--- config.mk ---
export PLATFORM = sky130hd
export DESIGN_NAME = actuator_command_frame_parser
export DESIGN_NICKNAME = d
export VERILOG_FILES = /design/src/design/acfp_pkg.sv /design/src/design/acfp_cfg.sv /design/src/design/acfp_frame.sv /design/src/design/actuator_command_frame_parser.sv
export SDC_FILE = /design/constraint.sdc
export NUM_CORES = 1
export LEC_CHECK = 0
export ABC_AREA = 1
export BUFFER_PORTS_ARGS = -buffer_cell sky130_fd_sc_hd__buf_2
export CORE_UTILIZATION = 50
export CTS_BUF_LIST = sky130_fd_sc_hd__clkbuf_8
export CTS_CLUSTER_SIZE = 8
export DETAILED_ROUTE_END_ITERATION = 10
export PLACE_DENSITY = 0.7
export SETUP_SLACK_MARGIN = 0.2
export SKIP_LAST_GASP = 1
export SYNTH_ARGS = -nofsm -noshare
export SYNTH_HDL_FRONTEND = slang
export SYNTH_HIERARCHICAL = 1
export SYNTH_SLANG_ARGS = --single-unit
--- constraint.sdc ---
create_clock -name clk -period 13.3 [get_ports clk]
set_input_delay 0.665 -clock clk [delete_from_list [all_inputs] [get_ports clk]]
set_output_delay 0.665 -clock clk [all_outputs]
set_load 0.02 [all_outputs]
--- src/design/acfp_pkg.sv ---
// ----------------------------------------------------------------------------
// acfp_pkg
// Shared types and constants for the actuator command frame parser.
// ----------------------------------------------------------------------------
package acfp_pkg;

  localparam int unsigned BYTE_W   = 8;
  localparam int unsigned WORD_W   = 16;
  localparam int unsigned POS_W    = 5;
  localparam int unsigned CFG_IDX_W = 3;
  localparam int unsigned HAND_W   = 3;
  localparam int unsigned CHUTE_W  = 6;

  localparam logic [BYTE_W-1:0]  PREAMBLE_BYTE = 8'hEA;
  localparam logic [CHUTE_W-1:0] CHUTE_MASK    = 6'h3F;
  localparam logic [3:0]         NIBBLE_MASK   = 4'hF;

  localparam logic [HAND_W-1:0] HAND_OPEN  = 3'd5;
  localparam logic [HAND_W-1:0] HAND_CLOSE = 3'd6;
  localparam logic [HAND_W-1:0] HAND_HALT  = 3'd0;

  // Frame positions that carry a decoded field of their own
  localparam logic [POS_W-1:0] POS_IDLE     = 5'd0;
  localparam logic [POS_W-1:0] POS_CAMERA   = 5'd9;
  localparam logic [POS_W-1:0] POS_HAND_HI  = 5'd23;
  localparam logic [POS_W-1:0] POS_CHUTE    = 5'd24;
  localparam logic [POS_W-1:0] POS_SHOVEL_HI = 5'd26;

  // Camera choices
  localparam logic [3:0] CAM_CHOICE_TWO   = 4'd1;
  localparam logic [3:0] CAM_CHOICE_THREE = 4'd2;

  // Reset values of the configuration registers
  localparam logic [WORD_W-1:0] SERVO_LOW_RST  = 16'd1000;
  localparam logic [WORD_W-1:0] SERVO_HIGH_RST = 16'd2000;

  typedef enum logic [3:0] {
    EV_NONE     = 4'd0,
    EV_LEFT     = 4'd1,
    EV_RIGHT    = 4'd2,
    EV_CAMERA   = 4'd3,
    EV_TURRET   = 4'd4,
    EV_SHOULDER = 4'd5,
    EV_ELBOW    = 4'd6,
    EV_FOREARM  = 4'd7,
    EV_HAND     = 4'd8,
    EV_CHUTES   = 4'd9,
    EV_SHOVEL   = 4'd10,
    EV_ERROR    = 4'd11
  } event_t;

  typedef enum logic [CFG_IDX_W-1:0] {
    REG_SERVO_LOW   = 3'd0,
    REG_SERVO_HIGH  = 3'd1,
    REG_VIDEO_ONE   = 3'd2,
    REG_VIDEO_TWO   = 3'd3,
    REG_VIDEO_THREE = 3'd4
  } cfg_reg_t;

  typedef struct packed {
    logic [WORD_W-1:0] servo_low;
    logic [WORD_W-1:0] servo_high;
    logic [WORD_W-1:0] video_one;
    logic [WORD_W-1:0] video_two;
    logic [WORD_W-1:0] video_three;
  } cfg_t;

  typedef struct packed {
    event_t             ev;
    logic [WORD_W-1:0]  value;
    logic [WORD_W-1:0]  video_a;
    logic [WORD_W-1:0]  video_b;
    logic [HAND_W-1:0]  hand_cmd;
    logic [CHUTE_W-1:0] chute_sel;
    logic               chute_en;
    logic [CHUTE_W-1:0] chute_a;
    logic [CHUTE_W-1:0] chute_b;
  } result_t;

endpackage

--- src/design/acfp_cfg.sv ---
// ----------------------------------------------------------------------------
// acfp_cfg
// Configuration register file: servo limits and video compare levels.
// ----------------------------------------------------------------------------
module acfp_cfg (
  input  logic                              clk,
  input  logic                              rst_n,
  input  logic                              wr_en,
  input  logic [acfp_pkg::CFG_IDX_W-1:0]    wr_idx,
  input  logic [acfp_pkg::WORD_W-1:0]       wr_data,
  output acfp_pkg::cfg_t                    cfg
);

  acfp_pkg::cfg_t cfg_r;
  acfp_pkg::cfg_t cfg_nxt;

  always_comb begin
    cfg_nxt = cfg_r;
    if (wr_en) begin
      case (wr_idx)
        acfp_pkg::REG_SERVO_LOW:   cfg_nxt.servo_low   = wr_data;
        acfp_pkg::REG_SERVO_HIGH:  cfg_nxt.servo_high  = wr_data;
        acfp_pkg::REG_VIDEO_ONE:   cfg_nxt.video_one   = wr_data;
        acfp_pkg::REG_VIDEO_TWO:   cfg_nxt.video_two   = wr_data;
        acfp_pkg::REG_VIDEO_THREE: cfg_nxt.video_three = wr_data;
        default: ;  // unmapped index, dropped
      endcase
    end
  end

  always_ff @(posedge clk) begin
    if (!rst_n) begin
      cfg_r.servo_low   <= acfp_pkg::SERVO_LOW_RST;
      cfg_r.servo_high  <= acfp_pkg::SERVO_HIGH_RST;
      cfg_r.video_one   <= '0;
      cfg_r.video_two   <= '0;
      cfg_r.video_three <= '0;
    end else begin
      cfg_r <= cfg_nxt;
    end
  end

  assign cfg = cfg_r;

endmodule

--- src/design/acfp_frame.sv ---
// ----------------------------------------------------------------------------
// acfp_frame
// Frame tracker and per-byte field decode; state moves on each step.
// ----------------------------------------------------------------------------
module acfp_frame (
  input  logic                          clk,
  input  logic                          rst_n,
  input  logic                          step,
  input  logic [acfp_pkg::BYTE_W-1:0]   rx_byte,
  input  logic [acfp_pkg::BYTE_W-1:0]   rx_status,
  input  acfp_pkg::cfg_t                cfg,
  output acfp_pkg::result_t             res
);

  logic [acfp_pkg::POS_W-1:0]  pos_r,  pos_nxt;
  logic [acfp_pkg::BYTE_W-1:0] low_r,  low_nxt;
  logic [acfp_pkg::WORD_W-1:0] hand_r, hand_nxt;
  logic [acfp_pkg::WORD_W-1:0] word;
  logic [acfp_pkg::CHUTE_W-1:0] sel;

  function automatic logic [acfp_pkg::WORD_W-1:0] video_pick(
    input logic [3:0]     choice,
    input acfp_pkg::cfg_t c
  );
    logic [acfp_pkg::WORD_W-1:0] v;
    v = c.video_one;
    if (choice == acfp_pkg::CAM_CHOICE_TWO)        v = c.video_two;
    else if (choice == acfp_pkg::CAM_CHOICE_THREE) v = c.video_three;
    return v;
  endfunction

  assign word = {rx_byte, low_r};
  assign sel  = rx_byte[acfp_pkg::CHUTE_W-1:0] & acfp_pkg::CHUTE_MASK;

  always_comb begin
    res      = '0;
    pos_nxt  = pos_r;
    low_nxt  = low_r;
    hand_nxt = hand_r;
    if (rx_status != '0) begin
      res.ev = acfp_pkg::EV_ERROR;
    end else begin
      case (pos_r)
        acfp_pkg::POS_IDLE: begin
          if (rx_byte == acfp_pkg::PREAMBLE_BYTE) pos_nxt = pos_r + 5'd1;
        end
        // low bytes of the sixteen-bit fields
        5'd1, 5'd3, 5'd5, 5'd7, 5'd10, 5'd12, 5'd14, 5'd16,
        5'd18, 5'd20, 5'd22, 5'd25: begin
          low_nxt = rx_byte;
          pos_nxt = pos_r + 5'd1;
        end
        5'd2: begin
          res.ev = acfp_pkg::EV_LEFT;  res.value = word;  pos_nxt = pos_r + 5'd1;
        end
        5'd4: begin
          res.ev = acfp_pkg::EV_RIGHT; res.value = word;  pos_nxt = pos_r + 5'd1;
        end
        5'd11: begin
          res.ev = acfp_pkg::EV_TURRET; res.value = word; pos_nxt = pos_r + 5'd1;
        end
        5'd13: begin
          res.ev = acfp_pkg::EV_SHOULDER; res.value = word; pos_nxt = pos_r + 5'd1;
        end
        5'd15: begin
          res.ev = acfp_pkg::EV_ELBOW; res.value = word;  pos_nxt = pos_r + 5'd1;
        end
        5'd17: begin
          res.ev = acfp_pkg::EV_FOREARM; res.value = word; pos_nxt = pos_r + 5'd1;
        end
        // pan, tilt, wrist high bytes: consumed silently
        5'd6, 5'd8, 5'd19, 5'd21: begin
          pos_nxt = pos_r + 5'd1;
        end
        acfp_pkg::POS_CAMERA: begin
          res.ev      = acfp_pkg::EV_CAMERA;
          res.video_a = video_pick(rx_byte[3:0] & acfp_pkg::NIBBLE_MASK, cfg);
          res.video_b = video_pick(rx_byte[7:4] & acfp_pkg::NIBBLE_MASK, cfg);
          pos_nxt     = pos_r + 5'd1;
        end
        acfp_pkg::POS_HAND_HI: begin
          res.ev = acfp_pkg::EV_HAND;
          if (word < cfg.servo_low)       res.value = cfg.servo_low;
          else if (word > cfg.servo_high) res.value = cfg.servo_high;
          else                            res.value = word;
          if (word > hand_r)      res.hand_cmd = acfp_pkg::HAND_CLOSE;
          else if (word < hand_r) res.hand_cmd = acfp_pkg::HAND_OPEN;
          else                    res.hand_cmd = acfp_pkg::HAND_HALT;
          hand_nxt = word;
          pos_nxt  = pos_r + 5'd1;
        end
        acfp_pkg::POS_CHUTE: begin
          res.ev        = acfp_pkg::EV_CHUTES;
          res.value     = rx_byte[7] ? cfg.servo_low : cfg.servo_high;
          res.chute_sel = sel;
          res.chute_en  = rx_byte[6];
          if (rx_byte[6]) begin
            res.chute_a = sel;
            res.chute_b = ~sel & acfp_pkg::CHUTE_MASK;
          end
          pos_nxt = pos_r + 5'd1;
        end
        acfp_pkg::POS_SHOVEL_HI: begin
          res.ev    = acfp_pkg::EV_SHOVEL;
          res.value = word;
          pos_nxt   = acfp_pkg::POS_IDLE;
        end
        default: begin
          pos_nxt = acfp_pkg::POS_IDLE;
        end
      endcase
    end
  end

  always_ff @(posedge clk) begin
    if (!rst_n) begin
      pos_r  <= acfp_pkg::POS_IDLE;
      low_r  <= '0;
      hand_r <= '0;
    end else if (step) begin
      pos_r  <= pos_nxt;
      low_r  <= low_nxt;
      hand_r <= hand_nxt;
    end
  end

  // A receive error never disturbs the frame state
  a_err_keeps_state: assert property (@(posedge clk) disable iff (!rst_n)
    step && rx_status != '0 |=> $stable(pos_r) && $stable(low_r) && $stable(hand_r))
    else $error("frame state changed on receive error");

  // Position never leaves the frame range
  a_pos_range: assert property (@(posedge clk) disable iff (!rst_n)
    pos_r <= acfp_pkg::POS_SHOVEL_HI)
    else $error("frame position out of range");

  // Hand code only comes with a hand event
  a_hand_cmd_event: assert property (@(posedge clk) disable iff (!rst_n)
    res.hand_cmd != acfp_pkg::HAND_HALT |-> res.ev == acfp_pkg::EV_HAND)
    else $error("hand code outside hand event");

endmodule

--- src/design/actuator_command_frame_parser.sv ---
// ----------------------------------------------------------------------------
// actuator_command_frame_parser
// Parses 0xEA-led 27-byte command frames, one received byte per item, and
// emits one event item per byte.
// ----------------------------------------------------------------------------
//
//  channel | direction | handshake           | payload
//  --------+-----------+---------------------+-----------------------------------
//  in_     | in        | in_valid / in_stall | rx_byte, rx_status
//  out_    | out       | out_valid/out_stall | event_res, value, video compares,
//          |           |                     | hand_command, chute fields
//  cfg_    | in        | cfg_valid/cfg_ready | cfg_index, cfg_data (always ready)
//
//  Throughput: one item per cycle while out_stall does not hold the result
//  register. An accepted item passes the input register, then the result
//  register, before out_valid rises.
//  The frame decode is combinational between the two registers; frame state
//  is updated when an item moves from the input to the result register.
//  Reset (synchronous, rst_n low) empties both stages, returns the frame
//  tracker to preamble hunt, and loads the register defaults.
//  out_stall holds the result register; the input register still takes an
//  item while it is empty, and in_stall rises only when both stages are full.
//
module actuator_command_frame_parser (
  input  logic                              clk,
  input  logic                              rst_n,

  input  logic                              in_valid,
  output logic                              in_stall,
  input  logic [acfp_pkg::BYTE_W-1:0]       in_rx_byte,
  input  logic [acfp_pkg::BYTE_W-1:0]       in_rx_status,

  output logic                              out_valid,
  input  logic                              out_stall,
  output logic [3:0]                        out_event_res,
  output logic [acfp_pkg::WORD_W-1:0]       out_value,
  output logic [acfp_pkg::WORD_W-1:0]       out_video_a_compare,
  output logic [acfp_pkg::WORD_W-1:0]       out_video_b_compare,
  output logic [acfp_pkg::HAND_W-1:0]       out_hand_command,
  output logic [acfp_pkg::CHUTE_W-1:0]      out_chute_select,
  output logic                              out_chute_enable,
  output logic [acfp_pkg::CHUTE_W-1:0]      out_chute_a_drive,
  output logic [acfp_pkg::CHUTE_W-1:0]      out_chute_b_drive,

  input  logic                              cfg_valid,
  output logic                              cfg_ready,
  input  logic [acfp_pkg::CFG_IDX_W-1:0]    cfg_index,
  input  logic [acfp_pkg::WORD_W-1:0]       cfg_data
);

  acfp_pkg::cfg_t    cfg;
  acfp_pkg::result_t dec_res;

  // input register
  logic                        s1_valid_r, s1_valid_nxt;
  logic [acfp_pkg::BYTE_W-1:0] s1_byte_r;
  logic [acfp_pkg::BYTE_W-1:0] s1_status_r;

  // result register
  logic                        out_valid_r, out_valid_nxt;
  acfp_pkg::result_t           res_r;

  logic out_free;  // result register can load this cycle
  logic advance;   // input-register item moves to the result register
  logic accept;

  assign cfg_ready = 1'b1;

  acfp_cfg u_cfg (
    .clk     (clk),
    .rst_n   (rst_n),
    .wr_en   (cfg_valid & cfg_ready),
    .wr_idx  (cfg_index),
    .wr_data (cfg_data),
    .cfg     (cfg)
  );

  acfp_frame u_frame (
    .clk       (clk),
    .rst_n     (rst_n),
    .step      (advance),
    .rx_byte   (s1_byte_r),
    .rx_status (s1_status_r),
    .cfg       (cfg),
    .res       (dec_res)
  );

  assign out_free = !out_valid_r || !out_stall;
  assign advance  = s1_valid_r && out_free;
  assign in_stall = s1_valid_r && !out_free;
  assign accept   = in_valid && !in_stall;

  always_comb begin
    s1_valid_nxt = s1_valid_r;
    if (accept)       s1_valid_nxt = 1'b1;
    else if (advance) s1_valid_nxt = 1'b0;
  end

  always_comb begin
    out_valid_nxt = out_valid_r;
    if (advance)       out_valid_nxt = 1'b1;
    else if (out_free) out_valid_nxt = 1'b0;
  end

  always_ff @(posedge clk) begin
    if (!rst_n) begin
      s1_valid_r  <= 1'b0;
      out_valid_r <= 1'b0;
    end else begin
      s1_valid_r  <= s1_valid_nxt;
      out_valid_r <= out_valid_nxt;
    end
  end

  always_ff @(posedge clk) begin
    if (accept) begin
      s1_byte_r   <= in_rx_byte;
      s1_status_r <= in_rx_status;
    end
    if (advance) begin
      res_r <= dec_res;
    end
  end

  assign out_valid           = out_valid_r;
  assign out_event_res       = res_r.ev;
  assign out_value           = res_r.value;
  assign out_video_a_compare = res_r.video_a;
  assign out_video_b_compare = res_r.video_b;
  assign out_hand_command    = res_r.hand_cmd;
  assign out_chute_select    = res_r.chute_sel;
  assign out_chute_enable    = res_r.chute_en;
  assign out_chute_a_drive   = res_r.chute_a;
  assign out_chute_b_drive   = res_r.chute_b;

  // Item in the input register is kept while the result register is blocked
  a_s1_hold: assert property (@(posedge clk) disable iff (!rst_n)
    s1_valid_r && out_valid_r && out_stall |=> s1_valid_r)
    else $error("input item dropped while result stalled");

  // Accepted item always lands in the input register
  a_accept_lands: assert property (@(posedge clk) disable iff (!rst_n)
    accept |=> s1_valid_r)
    else $error("accepted item lost");

  // With nothing behind it, a taken result leaves the output empty
  a_out_drain: assert property (@(posedge clk) disable iff (!rst_n)
    out_valid_r && !out_stall && !s1_valid_r |=> !out_valid_r)
    else $error("result repeated after being taken");

endmodule

==> results of run 1 <==
-- worst paths after layout --
kind / startpoint / slack [ns] / to / cells after the start
setup / recovery: u_frame/pos_r[0] / 10.29 / out_value[4] / 8
hold / removal: in_rx_byte[0] / 0.32 / s1_byte_r[0] / 1
setup reg to reg: u_frame/pos_r[0] / 10.29 / out_value[4] / 8
hold reg to reg: u_frame/hand_r[10] / 0.46 / u_frame/hand_r[10] / 2
-- worst reg2reg max path: stages, from the launching register on --
cell and delay, ns:
dfxtp_1 0.38, inv_1 0.11, ha_1 0.25, inv_1 0.10, nor2_1 0.05, nand2_1 0.89
nand2_2 0.18, o21ai_4 0.68, a21oi_1 0.09
-- cell usage in the layout (no fill, tap or decap), types with 2 or more instances in the layout --
| master | n |
|---|---|
| edfxtp_1 | 90 |
| nor2_1 | 184 |
| a21oi_1 | 60 |
| nor2_4 | 7 |
| nor4_1 | 2 |
| xor2_1 | 2 |
| nand3_1 | 147 |
| nor3_2 | 3 |
| nor3_1 | 10 |
| inv_6 | 2 |
| inv_1 | 130 |
| a31oi_1 | 32 |
| ha_1 | 52 |
| buf_2 | 115 |
| nand2_2 | 8 |
| clkinv_1 | 11 |
| nand3_2 | 2 |
| nand2_1 | 286 |
| nor4_2 | 6 |
| a21oi_2 | 12 |
| inv_2 | 11 |
| o21ai_1 | 27 |
| nor2_2 | 5 |
| clkbuf_8 | 38 |
| o21ai_0 | 42 |
| o211ai_1 | 2 |
| dfxtp_1 | 111 |
| a22oi_1 | 14 |
| nand2_4 | 6 |
| clkinv_2 | 2 |
| nand4_1 | 9 |
| buf_4 | 6 |
-- through the flow --
stage | setup WS [ns] | cells | hold slack [ns]
after floorplan | 7.806 | 1333 | 0.4275
after global placement | 10.45 | 1660 | 0.4382
after detailed placement | 10.38 | 1660 | 0.4490
after CTS | 10.38 | 1722 | 0.3007
after global routing | 10.04 | 1723 | 0.3008
final | 10.29 | 1723 | 0.3208
-- sequential cells by signal, indices dropped and copies added (netlist names) --
signal and flops:
u_cfg/cfg 80, out_value 16, out_video_a_compare 16, out_video_b_compare 16, u_frame/hand_r 16, s1_byte_r 8, s1_status_r 8, u_frame/low_r 8
out_chute_a_drive 6, out_chute_b_drive 6, out_chute_select 6, u_frame/pos_r 5, out_event_res 4, out_hand_command 3, out_chute_enable 1, out_valid 1
s1_valid_r 1
-- per-layer routing --
metal,GRT usage (%),wire length [microns]
met5,0,0
met4,8.247,635
met3,4.198,2240
met2,39.53,12020
met1,37.05,12710
-- logic make-up after synthesis --
family	share of synthesized area, %
buffers and inverters	8.072
AOI/OAI and AO/OA	11.07
and+or+nand+nor	28.23
DFF	46.31
adders and majority gates	6.118
xor gates and xnor gates	0.1648
other	0.03526
-- power by group --
| part | total [mW] | switching (mW) | internal (mW) |
|---|---|---|---|
| Clock | 0.518 | 0.252 | 0.265 |
| Sequential | 0.680 | 0.0155 | 0.664 |
| Combinational | 0.122 | 0.0859 | 0.0364 |
-- cell type report --
class                           instances  area [sq um]
Clock buffer                           38         523.0
Multi-Input combinational cell        934          4862
Fill cell                            1966          8661
Sequential cell                       201          4925
Tap cell                              270         337.8
Inverter                              134         505.5
Timing Repair Buffer                  122         635.6
Clock inverter                         24         110.1
==> run_results.csv, run 1 <==
group,metric,value,unit
run_status,status,"finished clean",
synth,synth-seq-cells,201,
final_layout,syn2layout_area_growth,11.90,%
sta,hold_viol,0,
synth,synth.most_common_cell,"nand2_1",
drt,first_pass_iters,5,
final_layout,drive_above_1_share,15.90,%
drt,drt_iter0_markers,912,
floorplanning,start_util,51.72,%
synth,synth_nets,1425,
setup_path,end_kind,"register",
clocking,cts_tree,"built",
clocking,h-tree-depth,2,
drt,drc,0,
final_layout,final_area,11900,sq um
drt,wire_per_inst,16.03,microns
pwr,powerDensity,110.9,nW/um^2
synth,synth-main-ff-cell,"dfxtp_1",
sta,post-route-period-util,22.64,%
clocking,cts_made_buffers,35,
pwr,power.leakage,5.009,nW
pwr,total_power,1.319,mW
setup_path,crit_arrival,3.25,ns
final_layout,utilization,57.87,%
global_routing,overflow,0,
clocking,clock-sinks,201,
sta,min_period,3.011,ns
synth,syn_area_per_cell,7.977,sq um
sta,setup_tns,0,ns
setup_path,crit_buf_inv,2,
global_routing,antenna_found_initial,0,
sta,max_freq,332.1,MHz
floorplanning,die_y,147.8,microns
clocking,post_cts_buffers,0,
global_routing,grt_max_degree,108,
sta,fin_worst_skew,0.02943,ns
clocking,cts_buffer_depth,3,
clocking,cts_resized,0,
floorplanning,fp-row-count,52,
setup_path,slowest_delay,0.89,ns
drt,detail_route.wirelength,27610,microns
setup_path,crit_family,"simple AND/OR/NAND/NOR gates",
final_layout,finalNetCount,1520,
clocking,clock_latency,0.54,ns
setup_path,crit_path_max_fanout,29,
place,place.gp.congestion,0.8917,
synth,yosys-top-cells-count,"nand2_1, nor2_1, nand3_1",
sta,final_max_slew_viol_count,0,
floorplanning,die_area,21860,sq um
synth,netlist_area,10630,sq um
setup_path,cp.required,13.54,ns
synth,synthArstFlopShare,0,%
clocking,clk_pin_slew_worst_paths,0.06,ns
drt,via_count,9502,
synth,synth.area.top_cells,"edfxtp_1, dfxtp_1, nand2_1, nand3_1, nor2_1",
place,placed_cell_area,11250,sq um
setup_path,critPathSlowestCell,"nand2_1",
synth,synth_cell_types,48,
global_routing,grt_usage,25.76,%
floorplanning,core_area,20560,sq um
floorplanning,io_pins,117,
synth,ys_seq_area_share,46.31,%
clocking,hold_buffers,0,
setup_path,path_class,"reg -> reg",
place,port_buffers,115,
sta,worst_slew_pin_slew,1.237,ns
synth,synth_area_leader_cell,"edfxtp_1",
pwr,peakVddDrop,0.06738,mV
setup_path,path_cells,"inv_1 -> ha_1 -> inv_1 -> nor2_1 -> nand2_1 -> nand2_2 -> o21ai_4 -> a21oi_1",
sta,rsz0062_at_grt,"no",
clocking,cts_root_buf,"clkbuf_8",
setup_path,crit_top_cell,"inv_1",
setup_path,critPathLaunchType,"register",
synth,synth_edf_count,90,
synth,synth_top_area_share,25.41,%
final_layout,diodes,0,
place,dp_hpwl,18780,microns
global_routing,grt_pass1_vias,8594,
synth,yosys_warnings,6,
floorplanning,die_w,147.8,microns
sta,max-slew-margin-rel,17.31,%
drt,drtAntennaViolNets,0,
run,maxCapViolations,0,
worst_hold_path,holdCritPathClass,"in -> reg",
sta,finalSetupViolations,0,
global_routing,grt_pass1_wl,44680,microns
synth,syn-instance-count,1333,
drt,viasPerCell,5.515,
No activity file was read; power rests on OpenSTA's default activity.
==> run 2: changes to the inputs <==
--- a/config.mk
+++ b/config.mk
@@ -5,7 +5,7 @@
 export SDC_FILE = /design/constraint.sdc
 export NUM_CORES = 1
 export LEC_CHECK = 0
-export ABC_AREA = 1
+export ABC_AREA = 0
 export BUFFER_PORTS_ARGS = -buffer_cell sky130_fd_sc_hd__buf_2
 export CORE_UTILIZATION = 50
 export CTS_BUF_LIST = sky130_fd_sc_hd__clkbuf_8
==> constraint.sdc (replaced) <==
create_clock -name clk -period 2.92 [get_ports clk]
set_input_delay 0.146 -clock clk [delete_from_list [all_inputs] [get_ports clk]]
set_output_delay 0.146 -clock clk [all_outputs]
set_load 0.02 [all_outputs]
==> run_results.csv, run 2 <==
group,metric,value,unit
synth,synth.area.top_cells,"edfxtp_1, dfxtp_1, mux2i_1, ha_1, nand2_1",
place,dp_hpwl,17550,microns
sta,hold_viol,0,
final_layout,final_cell_mix,"mux2i_1, buf_2, nand2_1, dfxtp_1, edfxtp_1",
global_routing,grt_util_met1,31.86,%
sta,fin_worst_skew,0.03281,ns
worst_hold_path,holdCritPathClass,"in -> reg",
worst_hold_path,whs_endpoint,"u_cfg/cfg[76]",
setup_path,cp.required,3.15,ns
clocking,clock-sinks,201,
floorplanning,core_area,20300,sq um
floorplanning,die_y,146.0,microns
global_routing,use_met2,38.71,%
setup_path,reg2reg_slack,0.36,ns
clocking,clock_latency,0.52,ns
floorplanning,fp-row-count,52,
sta,setup_tns,0,ns
sta,rsz0062_at_grt,"no",
global_routing,grt_pass1_wl,39790,microns
drt,drt_iter0_markers,436,
worst_hold_path,whs_path_depth,3,
clocking,cts_made_buffers,35,
clocking,cts_buffer_depth,3,
final_layout,largest_reg_flops,80,
setup_path,end_kind,"register",
place,place_ws,0.4110,ns
synth,yosys-top-cells-count,"mux2i_1, nand2_1, dfxtp_1",
clocking,clk_pin_slew_worst_paths,0.06,ns
pwr,total_power,6.043,mW
final_layout,final_cells,1429,
global_routing,grtUsageMet3,4.107,%
drt,viasPerCell,5.464,
sta,worst_slew_pin_slew,0.7502,ns
place,placed_cell_area,11240,sq um
synth,synth_nets,1073,
setup_path,timing.rr.start,"s1_byte_r[6]",
global_routing,grt_pass1_vias,7484,
drt,first_pass_iters,5,
clocking,cts_tree,"built",
sta,min_period,2.561,ns
pwr,power.leakage,5.175,nW
final_layout,final_area,12170,sq um
place,place.gp.congestion,0.9075,
run,maxCapViolations,0,
setup_path,r2r_cells,8,
setup_path,crit_arrival,2.79,ns
final_layout,layout_commonest_cell,"mux2i_1",
global_routing,grt_busiest_layer,"met2",
final_layout,syn2layout_area_growth,17.44,%
global_routing,antenna_found_initial,0,
drt,drc,0,
synth,synth_edf_count,90,
floorplanning,start_util,51.04,%
clocking,h-tree-depth,2,
synth,synth-main-ff-cell,"dfxtp_1",
synth,netlist_area,10360,sq um
run_status,status,"finished clean",
synth,ys_seq_area_share,47.53,%
synth,synth_cell_types,69,
floorplanning,die_area,21300,sq um
setup_path,cp-startpoint,"s1_byte_r[6]",
sta,finalWorstSetupSlack,0.3591,ns
drt,via_count,7808,
floorplanning,die_w,146.0,microns
synth,synth_top_area_share,26.08,%
global_routing,grt_usage,23.74,%
sta,finalSetupViolations,0,
sta,final_max_slew_viol_count,0,
synth,synth.most_common_cell,"mux2i_1",
setup_path,path_class,"reg -> reg",
synth,synthArstFlopShare,0,%
sta,max-slew-margin-rel,49.99,%
floorplanning,io_pins,117,
pwr,peakVddDrop,0.3478,mV
synth,synth-seq-cells,201,
final_layout,finalNetCount,1227,
pwr,powerDensity,496.6,nW/um^2
final_layout,drive_above_1_share,19.59,%
setup_path,critPathLaunchType,"register",
synth,synth_area_leader_cell,"edfxtp_1",
drt,wire_per_inst,17.69,microns
setup_path,reg2reg_to,"out_value[8]",
drt,detail_route.wirelength,25270,microns
sta,post-route-period-util,87.70,%
sta,max_freq,390.5,MHz
global_routing,overflow,0,
synth,syn-instance-count,981,
synth,yosys_warnings,6,
clocking,cts_root_buf,"clkbuf_8",
setup_path,crit_path_max_fanout,10,
place,port_buffers,115,
place,placed_cells,1342,
worst_hold_path,hp-start,"cfg_data[12]",
synth,syn_area_per_cell,10.56,sq um
global_routing,grt_max_degree,53,
final_layout,diodes,0,
drt,drtAntennaViolNets,0,
## run 2: cell types whose count changed after synthesis, sizes merged, moves of 31 or more
cell / change
o21ai: -62
a211oi: +35
nor2: -140
mux2i: +162
nor2b: +39
nand2: -183
inv: -55
a31oi: -31
a21oi: -54
nand3: -129
## run 2: where the power goes
part / switching [mW] / total, mW / internal, mW
combinational: 0.318 / 0.516 / 0.198
sequential: 0.0433 / 3.07 / 3.02
clock: 1.12 / 2.46 / 1.34
## run 2: cells by family after synthesis
logic type	synth area share (%)
buf+inv	5.796
xor+xnor	0.3382
fa+ha+maj	6.279
compound gates	9.782
other cells	0.03619
simple gates	14.48
flops	47.53
mux	15.76
## run 2: layout make-up
cell class	count	area, sq um
Multi-Input combinational cell	649	4865
Clock buffer	37	509.2
Clock inverter	24	148.9
Fill cell	1772	8132
Inverter	70	262.8
Tap cell	270	337.8
Timing Repair Buffer	178	1116
Sequential cell	201	4928
## run 2: critical path: stages, from the launching register on
cell	delay (ns)
edfxtp_1	0.46
ha_1	0.35
nand4_1	0.16
nor3_2	0.25
a21boi_0	0.24
o31a_1	0.20
buf_4	0.25
mux2i_1	0.26
o221ai_2	0.10
## run 2: worst max-delay path by stage
stage,to,slack (ns),cells after the start
floorplan,u_frame/low_r[7],0.12,6
global placement,out_value[15],0.54,7
detailed placement,out_value[3],0.41,8
CTS,out_value[8],0.40,8
global route,out_value[11],0.21,9
finish,out_value[8],0.36,8
## run 2: what timing repair did
action	4_1_cts	5_1_grt
hold buffers	26	0
setup buffers	0	0
gates resized for setup	0	1
hold endpoints to repair	44	0
setup endpoints to repair	0	5
## run 2: routing by layer
layer  vias to the layer above  share of wire [%]
met5                         -                  0
met4                         0                2.4
met3                        44                5.1
met2                       207                 48
met1                      3737                 45
li1                       3820                  -
## run 2: per-stage QoR
step	utilization (%)	hold slack (ns)
2_1_floorplan	-	0.2449
3_3_place_gp	55.39	0.3235
3_5_place_dp	55.39	0.3241
4_1_cts	59.92	0.02213
5_1_grt	59.94	0.04404
6_report	59.94	0.03622
==> run 3: changes to the inputs <==
--- a/config.mk
+++ b/config.mk
@@ -11,6 +11,7 @@
 export CTS_BUF_LIST = sky130_fd_sc_hd__clkbuf_8
 export CTS_CLUSTER_SIZE = 8
 export DETAILED_ROUTE_END_ITERATION = 10
+export MAX_ROUTING_LAYER = met4
 export PLACE_DENSITY = 0.7
 export SETUP_SLACK_MARGIN = 0.2
 export SKIP_LAST_GASP = 1
==> constraint.sdc (replaced) <==
create_clock -name clk -period 2.8 [get_ports clk]
set_input_delay 0.14 -clock clk [delete_from_list [all_inputs] [get_ports clk]]
set_output_delay 0.14 -clock clk [all_outputs]
set_load 0.02 [all_outputs]
==> run_results.csv, run 3 (same netlist as run 2, synthesis figures left out) <==
group,metric,value,unit
sta,min_period,2.493,ns
drt,drt_iter0_markers,499,
floorplanning,die_w,146.0,microns
run,maxCapViolations,0,
floorplanning,die_area,21300,sq um
place,place.gp.congestion,0.9462,
drt,drt-met1-wl,11650,microns
setup_path,path_cells,"ha_1 -> and4_1 -> nand2_1 -> or4_1 -> and3_4 -> nand2_4 -> o221ai_1",
setup_path,reg2reg_to,"out_value[1]",
drt,drtAntennaViolNets,0,
floorplanning,start_util,51.04,%
clocking,clock-sinks,201,
final_layout,seq_area,4928,sq um
final_layout,syn2layout_area_growth,19.02,%
sta,post-route-period-util,89.03,%
worst_hold_path,whs_path_depth,3,
final_layout,finalNetCount,1237,
setup_path,slowest_delay,0.50,ns
final_layout,multi_input_area,4908,sq um
setup_path,timing.rr.start,"s1_byte_r[3]",
final_layout,layout_commonest_cell,"mux2i_1",
sta,rsz0062_at_grt,"yes",
worst_hold_path,holdCritPathClass,"in -> reg",
worst_hold_path,hp-start,"cfg_data[1]",
sta,final_max_slew_viol_count,0,
final_layout,nFillCells,1727,
setup_path,end_kind,"register",
final_layout,final_cell_mix,"mux2i_1, buf_2, nand2_1, dfxtp_1, edfxtp_1",
floorplanning,die_y,146.0,microns
sta,max_freq,401.1,MHz
clocking,clock_latency,0.52,ns
floorplanning,fp-row-count,52,
clocking,clk_pin_slew_worst_paths,0.06,ns
sta,max-slew-margin-rel,57.05,%
drt,drc,0,
final_layout,drive_above_1_share,20.73,%
drt,detail_route.wirelength,25300,microns
clocking,cts_tree,"built",
global_routing,grt_pass1_wl,40000,microns
setup_path,crit_path_max_fanout,15,
final_layout,diodes,0,
place,port_buffers,115,
global_routing,grt_pass1_vias,7592,
place,placed_cell_area,11280,sq um
global_routing,antenna_found_initial,0,
drt,top_layer,"met4",
sta,hold_viol,0,
drt,via_count,7919,
sta,finalSetupViolations,0,
pwr,power.leakage,5.231,nW
setup_path,path_class,"reg -> reg",
setup_path,r2r_cells,7,
setup_path,crit_arrival,2.74,ns
clocking,cts_made_buffers,35,
setup_path,reg2reg_slack,0.31,ns
run_status,status,"finished clean",
setup_path,critPathLaunchType,"register",
clocking,cts_root_buf,"clkbuf_8",
pwr,total_power,6.305,mW
drt,first_pass_iters,5,
clocking,h-tree-depth,2,
global_routing,grt_usage,24.52,%
pwr,powerDensity,511.3,nW/um^2
sta,setup_tns,0,ns
setup_path,critPathSlowestCell,"edfxtp_1",
place,dp_hpwl,17450,microns
setup_path,cp.required,3.05,ns
worst_hold_path,whs_endpoint,"u_cfg/cfg[33]",
pwr,peakVddDrop,0.2511,mV
final_layout,final_area,12330,sq um
drt,wire_per_inst,17.55,microns
drt,wl_met3,1144,microns
drt,viasPerCell,5.492,
drt,wl_met2,11900,microns
floorplanning,core_area,20300,sq um
sta,fin_worst_skew,0.01456,ns
clocking,cts_buffer_depth,3,
floorplanning,io_pins,117,
global_routing,grt_max_degree,49,
sta,worst_slew_pin_slew,0.6442,ns
global_routing,overflow,0,
final_layout,largest_reg_flops,80,
[run 3: cell types whose count changed in the layout (fill, tap and decap cells not counted), moves of 2 or more]
cell	previous run	this run
clkbuf_8	37	42
bufinv_16	2	0
buf_12	0	2
dlygate4sd3_1	26	29
inv_1	88	84
buf_4	38	41
clkinv_2	2	4
[run 3: routing by layer]
layer | up-vias | global-route usage (%)
met5 | - | -
met4 | 0 | 8.211
met3 | 47 | 3.887
met2 | 221 | 39.16
met1 | 3803 | 31.73
li1 | 3848 | -
[run 3: worst max-delay path by stage]
| stage | start | to | slack [ns] | cells after the start |
|---|---|---|---|---|
| finish | s1_byte_r[3] | out_value[1] | 0.31 | 7 |
| global route | s1_byte_r[5] | out_value[5] | 0.15 | 8 |
| CTS | s1_byte_r[3] | out_value[7] | 0.30 | 8 |
| detailed placement | s1_byte_r[3] | out_value[7] | 0.29 | 8 |
| global placement | s1_byte_r[3] | out_value[11] | 0.39 | 8 |
| floorplan | out_valid | u_frame/low_r[7] | -0.001 | 6 |
[run 3: repair_timing]
item | CTS | global route
hold buffers | 29 | 0
endpoints found under the setup margin | 0 | 16
gates resized for setup | 0 | 8
hold endpoints to repair | 63 | 0
buffers inserted | 0 | 5
[run 3: power by group]
group / switching [mW] / internal (mW) / total [mW] / leakage [nW]
Sequential: 0.0461 / 3.15 / 3.20 / 1.71
Combinational: 0.332 / 0.219 / 0.551 / 3.12
Clock: 1.19 / 1.37 / 2.56 / 0.400
Total: 1.57 / 4.74 / 6.31 / 5.23
[run 3: final cells by class]
| cell class | count | share of cell area (%) |
|---|---|---|
| Sequential cell | 201 | 39.97 |
| Multi-Input combinational cell | 650 | 39.80 |
| Timing Repair Buffer | 187 | 9.892 |
| Clock buffer | 42 | 4.688 |
| Tap cell | 270 | 2.739 |
| Inverter | 70 | 2.131 |
| Clock inverter | 22 | 0.7813 |
[run 3: worst max-delay path: cells and delay by family (launching register included)]
kind,cells,cell delay [ns]
and+or+nand+nor,5,1.22
adders and majority gates,1,0.36
AOI/OAI and AO/OA,1,0.14
DFF,1,0.50
[run 3: metrics by stage]
stage	util [%]	instances	hold slack, ns	worst slack, ns
after floorplan	-	981	0.2389	-0.001464
after global placement	55.55	1343	0.3168	0.3900
after detailed placement	55.55	1343	0.3184	0.2935
after CTS	60.31	1436	0.003081	0.2962
after global routing	60.75	1442	0.02935	0.1529
final	60.75	1442	0.02769	0.3071
